[src/design/brd_pkg.sv]
// Shared types, constants and helpers for the binary range decoder.
// No dependencies; imported by every module of the block.
package brd_pkg;

  localparam int unsigned ProbW  = 15;
  localparam int unsigned WinW   = 8;
  localparam int unsigned StateW = 32;
  localparam int unsigned ShW    = 4;
  localparam int unsigned CntW   = 3;

  localparam int unsigned CfgAddrW = 3;
  localparam int unsigned CfgDataW = 32;

  localparam logic [CfgAddrW-1:0] CfgAddrZeroProb = 3'd0;

  localparam logic [CntW-1:0]   PrimeItems = 3'd4;
  localparam logic [ProbW-1:0]  ProbReset  = 15'd3277;
  localparam logic [StateW-1:0] RangeReset = 32'hFFFF_FFFF;
  localparam logic [StateW-1:0] CodeReset  = 32'h0000_0000;

  typedef struct packed {
    logic [StateW-1:0] interval_range;
    logic [StateW-1:0] code_value;
    logic [CntW-1:0]   prime_cnt;
  } dec_state_t;

  typedef struct packed {
    logic          symbol_bit;
    logic          symbol_valid;
    logic [ShW-1:0] bits_taken;
  } dec_result_t;

  // Leading zeros of the top window-sized slice, saturating at the window width.
  function automatic logic [ShW-1:0] lead_zeros_clamped(input logic [WinW-1:0] top);
    logic [ShW-1:0] n;
    logic           found;
    n     = ShW'(WinW);
    found = 1'b0;
    for (int i = WinW - 1; i >= 0; i--) begin
      if (!found && top[i]) begin
        n     = ShW'(WinW - 1 - i);
        found = 1'b1;
      end
    end
    return n;
  endfunction

endpackage

[src/design/brd_regs.sv]
// Configuration register file of the binary range decoder (APB-style port).
// Depends on brd_pkg.
module brd_regs import brd_pkg::*; (
  input  logic                clk,
  input  logic                rst,
  input  logic                psel,
  input  logic                penable,
  input  logic                pwrite,
  input  logic [CfgAddrW-1:0] paddr,
  input  logic [CfgDataW-1:0] pwdata,
  output logic [CfgDataW-1:0] prdata,
  output logic                pready,
  output logic [ProbW-1:0]    zero_probability
);

  logic wr_en;

  assign pready = 1'b1;
  assign wr_en  = psel && penable && pwrite && pready && (paddr == CfgAddrZeroProb);

  always_ff @(posedge clk) begin
    if (rst) begin
      zero_probability <= ProbReset;
    end else if (wr_en) begin
      zero_probability <= pwdata[ProbW-1:0];
    end
  end

  always_comb begin
    prdata = '0;
    if (paddr == CfgAddrZeroProb) begin
      prdata = CfgDataW'(zero_probability);
    end
  end

endmodule

[config.mk]
export PLATFORM = sky130hd
export DESIGN_NAME = brd_regs
export DESIGN_NICKNAME = d
export VERILOG_FILES = /design/src/design/brd_pkg.sv /design/src/design/brd_regs.sv
export SDC_FILE = /design/constraint.sdc
export NUM_CORES = 1
export LEC_CHECK = 0
export BUFFER_PORTS_ARGS = -buffer_cell sky130_fd_sc_hd__buf_2
export CAP_MARGIN = 5
export CORE_MARGIN = 3
export CORE_UTILIZATION = 36
export CTS_CLUSTER_DIAMETER = 30
export DETAILED_ROUTE_END_ITERATION = 8
export GPL_ROUTABILITY_DRIVEN = 1
export PLACE_DENSITY = 0.8
export SKIP_CTS_REPAIR_TIMING = 1
export SLEW_MARGIN = 25
export SYNTH_ARGS = -nofsm -noshare
export SYNTH_HDL_FRONTEND = slang
export SYNTH_SLANG_ARGS = --single-unit
[constraint.sdc]
create_clock -name clk -period 1.53 [get_ports clk]
set_input_delay 0.3825 -clock clk [delete_from_list [all_inputs] [get_ports clk]]
set_output_delay 0.3825 -clock clk [all_outputs]
set_load 0.02 [all_outputs]
After elaboration in Yosys (flattened, before gate mapping)
Index checks and enable logic that the tools add are counted.

Register bits after elaboration: 15. Bits in latches: 0. Bits in writable memories: 0. Bits in read-only memories: 0. Bits of input ports: 40. Logic and storage cells: 6. Memories: 0.

$add $sub $neg: 0. $mul: 0. Div/mod/pow operators: 0. $lt $le $gt $ge: 0. Equal/unequal tests: 0. Shift-type cells: 0. Muxes and demuxes: 1. Bitwise gates (word level): 0. Reductions and logical operators: 4.

Operators with widths (number): two-way mux 15 bit (1); logical AND 1 bit (3); logical NOT 3 bit (1).

Longest topological paths before layout
Gate-level depths: netlist of run 1.

Word-level depth: 3. Gate-level depth with buffers: 5.

Worst setup path before layout of run 1
OpenSTA, ideal clock, no wires.

Path kind: input to output. Start: input port paddr[1]. End: output port prdata[10]. Arrival time: 1112 ps. Required time: 1147 ps. Setup slack: 35 ps. Stages: 3. Buffers on the path: 1. Path through: nor3_2 > clkbuf_1 > and2_1.

Longest elaborated chain between the ends: 2.

Ends and longest elaborated chain: from (decl) (RTL line brd_regs.sv:9) `input logic [CfgAddrW-1:0] paddr,`; logical NOT 3 bit (RTL line brd_regs.sv:31) `if (paddr == CfgAddrZeroProb) begin`; two-way mux 15 bit (RTL line brd_regs.sv:31); to (decl) (RTL line brd_regs.sv:11) `output logic [CfgDataW-1:0] prdata,`.

Every way passes these cells.

Final worst setup path of run 1
Start: input port paddr[2]. End: output port prdata[0].

The elaborated chain is that of the path after synthesis.

==> impl_metrics.json, run 1 <==
{
  "die_y_um": 56.3,
  "design_area_um2": 1300,
  "synth_top_area_cell": "dfxtp_1",
  "grt_remaining_overflow": 0,
  "setup_viol": 0,
  "hp-class": "in -> reg",
  "crit_arrival_ns": 1.14,
  "first_iter_violations": 11,
  "wl_per_cell_um": 13.0,
  "top_regs": "zero_probability x15",
  "ys_seq_area_share_pct": 33.0,
  "grt.met1_usage_pct": 12.9,
  "grt_usage_pct": 12.1,
  "synth_edf_count": 0,
  "ios": 88,
  "cts_sinks": 15,
  "ys_ff_latch": 15,
  "nets": 195,
  "largest_register": "zero_probability",
  "die_area_um2": 3170,
  "gr-usage-met3_pct": 3.68,
  "end_kind": "primary output",
  "dp_slack_ns": -0.0961,
  "cts_tree": "done",
  "diodes": 0,
  "insertion_delay_ns": 0.27,
  "drive_above_1_share_pct": 48.1,
  "p_per_area_nw_per_um2": 600,
  "status": "finished, final reports clean",
  "rows": 17,
  "die_w_um": 56.3,
  "period_share_pct": 99.5,
  "final_antenna_net_count": 0,
  "cap_violations": 0,
  "grt_antenna_before_repair": 0,
  "crit_type": "in -> out",
  "p_leak_nw": 0.607,
  "post_dp_cell_area_um2": 1110,
  "grtUsageMet2_pct": 21.0,
  "grt_most_used_layer": "met2",
  "synthTopCellsByArea": "dfxtp_1 33%, mux2i_1 16%, buf_4 15%",
  "largest_register_ffs": 15,
  "yosys_warnings": 0,
  "area_delta_synth_final_pct": 42.4,
  "portBuffers": 52,
  "vias": 831,
  "synthArstFlopShare_pct": 0,
  "fin_skew_ns": 0,
  "whs_ns": 0.355,
  "htree_levels": 1,
  "cts_buffers": 3,
  "syn-instance-count": 103,
  "synth_most_common_cell": "buf_4",
  "drc": 0,
  "final.min_clock_period_ns": 1.52,
  "finalHoldViolCount": 0,
  "place_congestion": 0.760,
  "crit_required_ns": 1.15,
  "setup_ws_ns": 0.00745,
  "grt_max_degree": 31,
  "start_util_pct": 39.7,
  "dr.pass1.iters": 2,
  "synth.top_cell.area_share_pct": 33.0,
  "synth.avg_cell_area_um2": 8.84,
  "via_per_inst": 4.57,
  "design.core.area_um2": 2300,
  "grt_pass1_vias": 682,
  "grt_pass1_wl_um": 3060,
  "synth-main-ff-cell": "dfxtp_1",
  "finalWirelength_um": 2370,
  "synth_area_um2": 911,
  "hpwl_um": 1510,
  "clockRootBuffer": "clkbuf_4",
  "start_kind": "primary input",
  "synth_common_cells": "18 x buf_4, 16 x nand2b_1, 15 x dfxtp_1, 15 x mux2i_1, 14 x nor2_1",
  "maxSlewViolCount": 0,
  "synth_cell_types": 13,
  "grt_setup_unrepaired": "yes",
  "clkTransAtPathRegs_ns": 0.09,
  "crit_fanout": 8,
  "clock.fmax_ghz": 0.657,
  "peakVddDrop_mv": 0.335,
  "clockBufferDepth": 2
}
## path summary, 6_finish.rpt
check	slack, ns	cells after the start	endpoint	from
max	0.007	5	prdata[0]	paddr[2]
min reg2reg	0.49	2	zero_probability[9]$_SDFFE_PP0P_	zero_probability[9]$_SDFFE_PP0P_
min	0.35	3	zero_probability[4]$_SDFFE_PP0P_	pwdata[4]
max reg2reg	0.85	2	zero_probability[14]$_SDFFE_PP0P_	zero_probability[14]$_SDFFE_PP0P_
## through the flow
stage                     total power (W)  utilization (%)  TNS [ns]  std cells
after CTS                        0.000762             49.6    -0.241        181
after detailed placement         0.000539             48.4     -1.08        177
after global placement           0.000536             48.4    -0.111        177
final                            0.000778             56.5         0        182
after global routing             0.000819             56.5    -0.340        182
after floorplan                  0.000530                -         0        119
## worst max-delay path, stage by stage
cell and delay [ns]:
buf_6 0.10, nor3_4 0.23, buf_6 0.18, and2_4 0.15, buf_6 0.11
## cell type report
type,instances,area (µm²)
tap,28,35.0
multi-input combinational,80,527
timing repair buffer,55,409
fill,201,1000
sequential,15,300
clock buffer,4,26.3
## metal layers
metal	share of wire [%]	wire length, µm
met5	0	0
met4	1.3	30
met3	9.6	227
met2	51	1200
met1	38	911
## cell families (layout without fill, tap and decap cells)
logic type,count (synthesis),after routing,synth area share (%)
buffers and inverters,24,59,19.9
DFF,15,15,33.0
muxes,15,15,16.5
other,2,18,0.824
and+or+nand+nor,47,47,29.8
## layout by cell type, fill, tap and decap left out
cell type and n:
and2_4 15, and4_1 1, buf_12 1, buf_2 35, buf_6 19, clkbuf_1 1, clkbuf_4 3, conb_1 18
dfxtp_1 15, mux2i_1 15, nand2b_1 16, nor2_1 14, nor3_4 1
## power breakdown
part	switching, W	internal, W	leakage (nW)
logic	0.0000964	0.0000681	0.471
clock network	0.000118	0.000101	0.0150
registers	0.00000218	0.000393	0.121
No activity file was read; power rests on OpenSTA's default activity.
==> run 2, diff against run 1 <==
--- a/config.mk
+++ b/config.mk
@@ -5,6 +5,7 @@
 export SDC_FILE = /design/constraint.sdc
 export NUM_CORES = 1
 export LEC_CHECK = 0
+export ABC_AREA = 1
 export BUFFER_PORTS_ARGS = -buffer_cell sky130_fd_sc_hd__buf_2
 export CAP_MARGIN = 5
 export CORE_MARGIN = 3
==> impl_metrics.json, run 2 <==
{
  "status": "finished, final reports clean",
  "ys_ff_latch": 15,
  "synthMuxAreaShare_pct": 0,
  "cts_tree": "done",
  "setup_ws_ns": 0.0638,
  "finalWirelength_um": 2120,
  "fillers": 260,
  "drive_above_1_share_pct": 34.7,
  "grt_pass1_vias": 742,
  "finalPower_w": 0.000773,
  "crit_arrival_ns": 1.08,
  "crit_required_ns": 1.15,
  "rows": 17,
  "ys_seq_area_share_pct": 32.7,
  "start_kind": "primary input",
  "wl_per_cell_um": 9.58,
  "cap_violations": 0,
  "end_kind": "primary output",
  "ios": 88,
  "holdPathEnd": "zero_probability[6]$_SDFFE_PP1P_",
  "grt_antenna_before_repair": 0,
  "via_per_inst": 4.07,
  "insertion_delay_ns": 0.27,
  "multi_input_area_um2": 434,
  "synth.top_cell.area_share_pct": 32.7,
  "grt_usage_pct": 12.8,
  "tns_ns": 0,
  "worstHoldPathCells": 3,
  "peakVddDrop_mv": 0.386,
  "crit_fanout": 8,
  "clockRootBuffer": "clkbuf_4",
  "post_dp_cell_area_um2": 1110,
  "portBuffers": 52,
  "syn-instance-count": 140,
  "yosys_warnings": 0,
  "seqCellArea_um2": 300,
  "hp-class": "in -> reg",
  "first_iter_violations": 14,
  "dr.pass1.iters": 4,
  "grt_remaining_overflow": 0,
  "largest_register_ffs": 15,
  "synth-main-ff-cell": "dfxtp_1",
  "final.min_clock_period_ns": 1.47,
  "synth_cell_types": 17,
  "maxSlewViolCount": 0,
  "synth_area_um2": 918,
  "setup_viol": 0,
  "clkTransAtPathRegs_ns": 0.08,
  "start_util_pct": 39.6,
  "top_regs": "zero_probability x15",
  "diodes": 0,
  "clockBufferDepth": 2,
  "final_antenna_net_count": 0,
  "vias": 900,
  "synth_top_area_cell": "dfxtp_1",
  "hpwl_um": 1540,
  "cts_buffers": 3,
  "design_area_um2": 1160,
  "die_area_um2": 3190,
  "dp_slack_ns": 0.0182,
  "synth_fa_ha_area_share_pct": 0,
  "grt_pass1_wl_um": 3220,
  "grt_setup_unrepaired": "no",
  "htree_levels": 1,
  "nets": 234,
  "synthArstFlopShare_pct": 0,
  "synthTopCellsByArea": "dfxtp_1 33%, buf_4 15%, nor2_1 11%",
  "area_delta_synth_final_pct": 26.8,
  "yosys.area_share.xor_xnor_pct": 0,
  "crit_type": "in -> out",
  "synth_top_family_by_area": "simple AND/OR/NAND/NOR gates",
  "yosys.area_share.simple_pct": 38.1,
  "p_per_area_nw_per_um2": 663,
  "largest_register": "zero_probability",
  "r2r_start": "zero_probability[5]$_SDFFE_PP0P_",
  "hold_start": "pwdata[6]",
  "r2r_cells": 2,
  "die_y_um": 56.5,
  "finalHoldViolCount": 0,
  "reg2reg_slack_ns": 0.94,
  "place_congestion": 0.687,
  "cts_sinks": 15,
  "period_share_pct": 95.8,
  "fin_skew_ns": 0,
  "layout_commonest_cell": "buf_2",
  "synth_compound_area_share_pct": 0,
  "p_leak_nw": 0.762,
  "design.core.area_um2": 2320,
  "drc": 0,
  "synth_most_common_cell": "nor2_1",
  "reg2reg_to": "zero_probability[5]$_SDFFE_PP0P_",
  "die_w_um": 56.5,
  "synth.avg_cell_area_um2": 6.56,
  "synth_common_cells": "28 x nor2_1, 26 x inv_1, 23 x nand2_1",
  "most-common-layout-cells": "52 x buf_2, 28 x nor2_1, 26 x inv_1",
  "grt_max_degree": 17,
  "synth_edf_count": 0,
  "clock.fmax_ghz": 0.682
}
-- run 2: cell types whose count changed after synthesis, moves of 4 or more --
cell      delta
nand2b_1    -16
nor2_1      +14
nor2_2       +4
nand3_1     +15
and2_1      -10
mux2i_1     -15
and2_2       -5
inv_1       +26
nand2_1     +23
-- run 2: kinds of logic (layout without fill, tap and decap cells) --
| logic type | Yosys count | count (layout) |
|---|---|---|
| flops | 15 | 15 |
| other cells | 2 | 18 |
| simple gates | 75 | 76 |
| buf+inv | 48 | 84 |
-- run 2: cell type report --
class | count | share of cell area [%]
clock buffer | 4 | 2.26
inverter | 27 | 8.70
multi-input combinational | 94 | 37.3
sequential | 15 | 25.8
tap | 28 | 3.01
timing repair buffer | 53 | 23.0
-- run 2: critical path: stages --
cell and delay (ns):
buf_2 0.12, nor2_4 0.17, nand2_4 0.12, nor2_1 0.12, buf_2 0.17
-- run 2: worst max path at each step --
stage | startpoint | cells past startpoint | to
2_1_floorplan | paddr[1] | 4 | prdata[10]
3_3_place_gp | paddr[1] | 5 | prdata[1]
3_5_place_dp | paddr[1] | 5 | prdata[13]
4_1_cts | paddr[1] | 5 | prdata[13]
5_1_grt | paddr[1] | 5 | prdata[8]
6_report | paddr[1] | 5 | prdata[13]
-- run 2: report_power, final --
group          leakage [nW]  internal, W  switching [W]
Clock                0.0150     0.000101       0.000117
Combinational         0.625    0.0000454       0.000111
Sequential            0.121     0.000395     0.00000346
Total                 0.762     0.000541       0.000231
-- run 2: per-layer routing --
| metal | part of all wire (%) | vias to the layer above | track usage, % |
|---|---|---|---|
| li1 | - | 479 | - |
| met1 | 42 | 376 | 14.0 |
| met2 | 49 | 43 | 22.3 |
| met3 | 8.1 | 2 | 2.99 |
| met4 | 0.99 | 0 | 7.12 |
| met5 | 0 | - | 0 |
-- run 2: through the flow --
step           hold WS (ns)  utilization [%]  std cells
6_report              0.316             50.2        221
5_1_grt               0.295             50.2        221
4_1_cts               0.303             49.2        219
3_5_place_dp          0.462             48.1        215
3_3_place_gp          0.458             48.1        215
2_1_floorplan         0.509                -        156
==> run 3, diff against run 2 <==
--- a/config.mk
+++ b/config.mk
@@ -8,12 +8,14 @@
 export ABC_AREA = 1
 export BUFFER_PORTS_ARGS = -buffer_cell sky130_fd_sc_hd__buf_2
 export CAP_MARGIN = 5
+export CELL_PAD_IN_SITES_DETAIL_PLACEMENT = 0
+export CELL_PAD_IN_SITES_GLOBAL_PLACEMENT = 1
 export CORE_MARGIN = 3
-export CORE_UTILIZATION = 36
+export CORE_UTILIZATION = 22
 export CTS_CLUSTER_DIAMETER = 30
 export DETAILED_ROUTE_END_ITERATION = 8
 export GPL_ROUTABILITY_DRIVEN = 1
-export PLACE_DENSITY = 0.8
+export PLACE_DENSITY_LB_ADDON = 0.1
 export SKIP_CTS_REPAIR_TIMING = 1
 export SLEW_MARGIN = 25
 export SYNTH_ARGS = -nofsm -noshare
==> impl_metrics.json, run 3 (synthesis results as in run 2) <==
{
  "grt_max_degree": 17,
  "largest_register": "zero_probability",
  "rows": 22,
  "final_core_util_pct": 31.9,
  "worst_path_max_delay_cell": "buf_2",
  "period_share_pct": 97.0,
  "wl_per_cell_um": 10.5,
  "design_area_um2": 1220,
  "clkTransAtPathRegs_ns": 0.06,
  "cap_violations": 0,
  "clockRootBuffer": "clkbuf_8",
  "path_common_cell": "buf_2",
  "grt_pass1_wl_um": 3750,
  "dr.pass1.iters": 3,
  "cts_sinks": 15,
  "hold_start": "pwdata[10]",
  "crit_required_ns": 1.15,
  "crit_chain": "buf_2 -> nor2_4 -> nand2_4 -> nor2_1 -> buf_2",
  "whs_ns": 0.350,
  "insertion_delay_ns": 0.24,
  "crit_fanout": 8,
  "via_per_inst": 3.80,
  "crit_arrival_ns": 1.10,
  "most-common-layout-cells": "48 x buf_2, 28 x nor2_1, 26 x inv_1",
  "grt_remaining_overflow": 0,
  "status": "finished, final reports clean",
  "grt_pass1_vias": 774,
  "drc": 0,
  "htree_levels": 1,
  "vias": 915,
  "die_area_um2": 4990,
  "largest_register_ffs": 15,
  "layout_commonest_cell": "buf_2",
  "cts_tree": "done",
  "die_w_um": 70.6,
  "die_y_um": 70.6,
  "cts_buffers": 3,
  "grt_usage_pct": 9.34,
  "final.min_clock_period_ns": 1.48,
  "finalHoldViolCount": 0,
  "crit_path_max_incr_delay_ns": 0.18,
  "portBuffers": 52,
  "tns_ns": 0,
  "start_kind": "primary input",
  "clock.fmax_ghz": 0.674,
  "diodes": 0,
  "finalPower_w": 0.000874,
  "first_iter_violations": 22,
  "startpoint": "paddr[1]",
  "area_delta_synth_final_pct": 32.7,
  "maxSlewViolCount": 0,
  "peakVddDrop_mv": 0.224,
  "p_per_area_nw_per_um2": 717,
  "fin_skew_ns": 0,
  "crit_type": "in -> out",
  "ios": 88,
  "final_antenna_net_count": 0,
  "nets": 234,
  "r2r_start": "zero_probability[8]$_SDFFE_PP0P_",
  "grt_setup_unrepaired": "yes",
  "design.core.area_um2": 3830,
  "finalWirelength_um": 2540,
  "drive_above_1_share_pct": 34.7,
  "hp-class": "in -> reg",
  "top_regs": "zero_probability x15",
  "setup_viol": 0,
  "start_util_pct": 24.0,
  "end_kind": "primary output",
  "hpwl_um": 1790,
  "grt_antenna_before_repair": 0,
  "clockBufferDepth": 2,
  "place_congestion": 0.708,
  "post_dp_cell_area_um2": 1140,
  "p_leak_nw": 0.769
}
==> run 3: cell counts in the layout (fill, tap and decap cells not counted) <==
Identical to the previous run, type by type.
==> run 3: area by class of cell <==
type / instances / area (µm²)
fill: 450 / 2610
inverter: 27 / 101
multi-input combinational: 94 / 434
sequential: 15 / 300
tap: 48 / 60.1
clock buffer: 4 / 45.0
timing repair buffer: 53 / 278
==> run 3: where the power goes <==
| part | switching, W | internal [W] |
|---|---|---|
| Clock | 0.000131 | 0.000184 |
| Sequential | 0.00000383 | 0.000396 |
| Combinational | 0.000113 | 0.0000467 |
| Total | 0.000247 | 0.000626 |
==> run 3: metrics by stage <==
| stage | std cells | setup slack (ns) |
|---|---|---|
| 2_1_floorplan | 156 | 0.0749 |
| 5_1_grt | 241 | -0.0137 |
| 4_1_cts | 239 | 0.0372 |
| 3_3_place_gp | 235 | 0.0504 |
| 6_report | 241 | 0.0461 |
| 3_5_place_dp | 235 | 0.0387 |
==> run 3: worst paths after layout <==
path | to | cells after the start | slack (ns)
worst max-delay path | prdata[14] | 5 | 0.05
worst min-delay path | zero_probability[10]$_SDFFE_PP1P_ | 3 | 0.35
worst max register to register | zero_probability[8]$_SDFFE_PP0P_ | 2 | 0.95
worst min register to register | zero_probability[6]$_SDFFE_PP1P_ | 2 | 0.48
==> run 3: layer usage <==
layer	global-route usage, %	part of all wire, %	vias to the layer above
met4	3.13	0.94	0
met3	2.70	8.0	4
met5	0	0	-
met2	16.2	48	40
met1	11.0	43	392
li1	-	-	479
==> run 3: critical path: cells and delay by family <==
| kind | cells | cell delay, ns |
|---|---|---|
| buf+inv | 2 | 0.30 |
| simple gates | 3 | 0.41 |
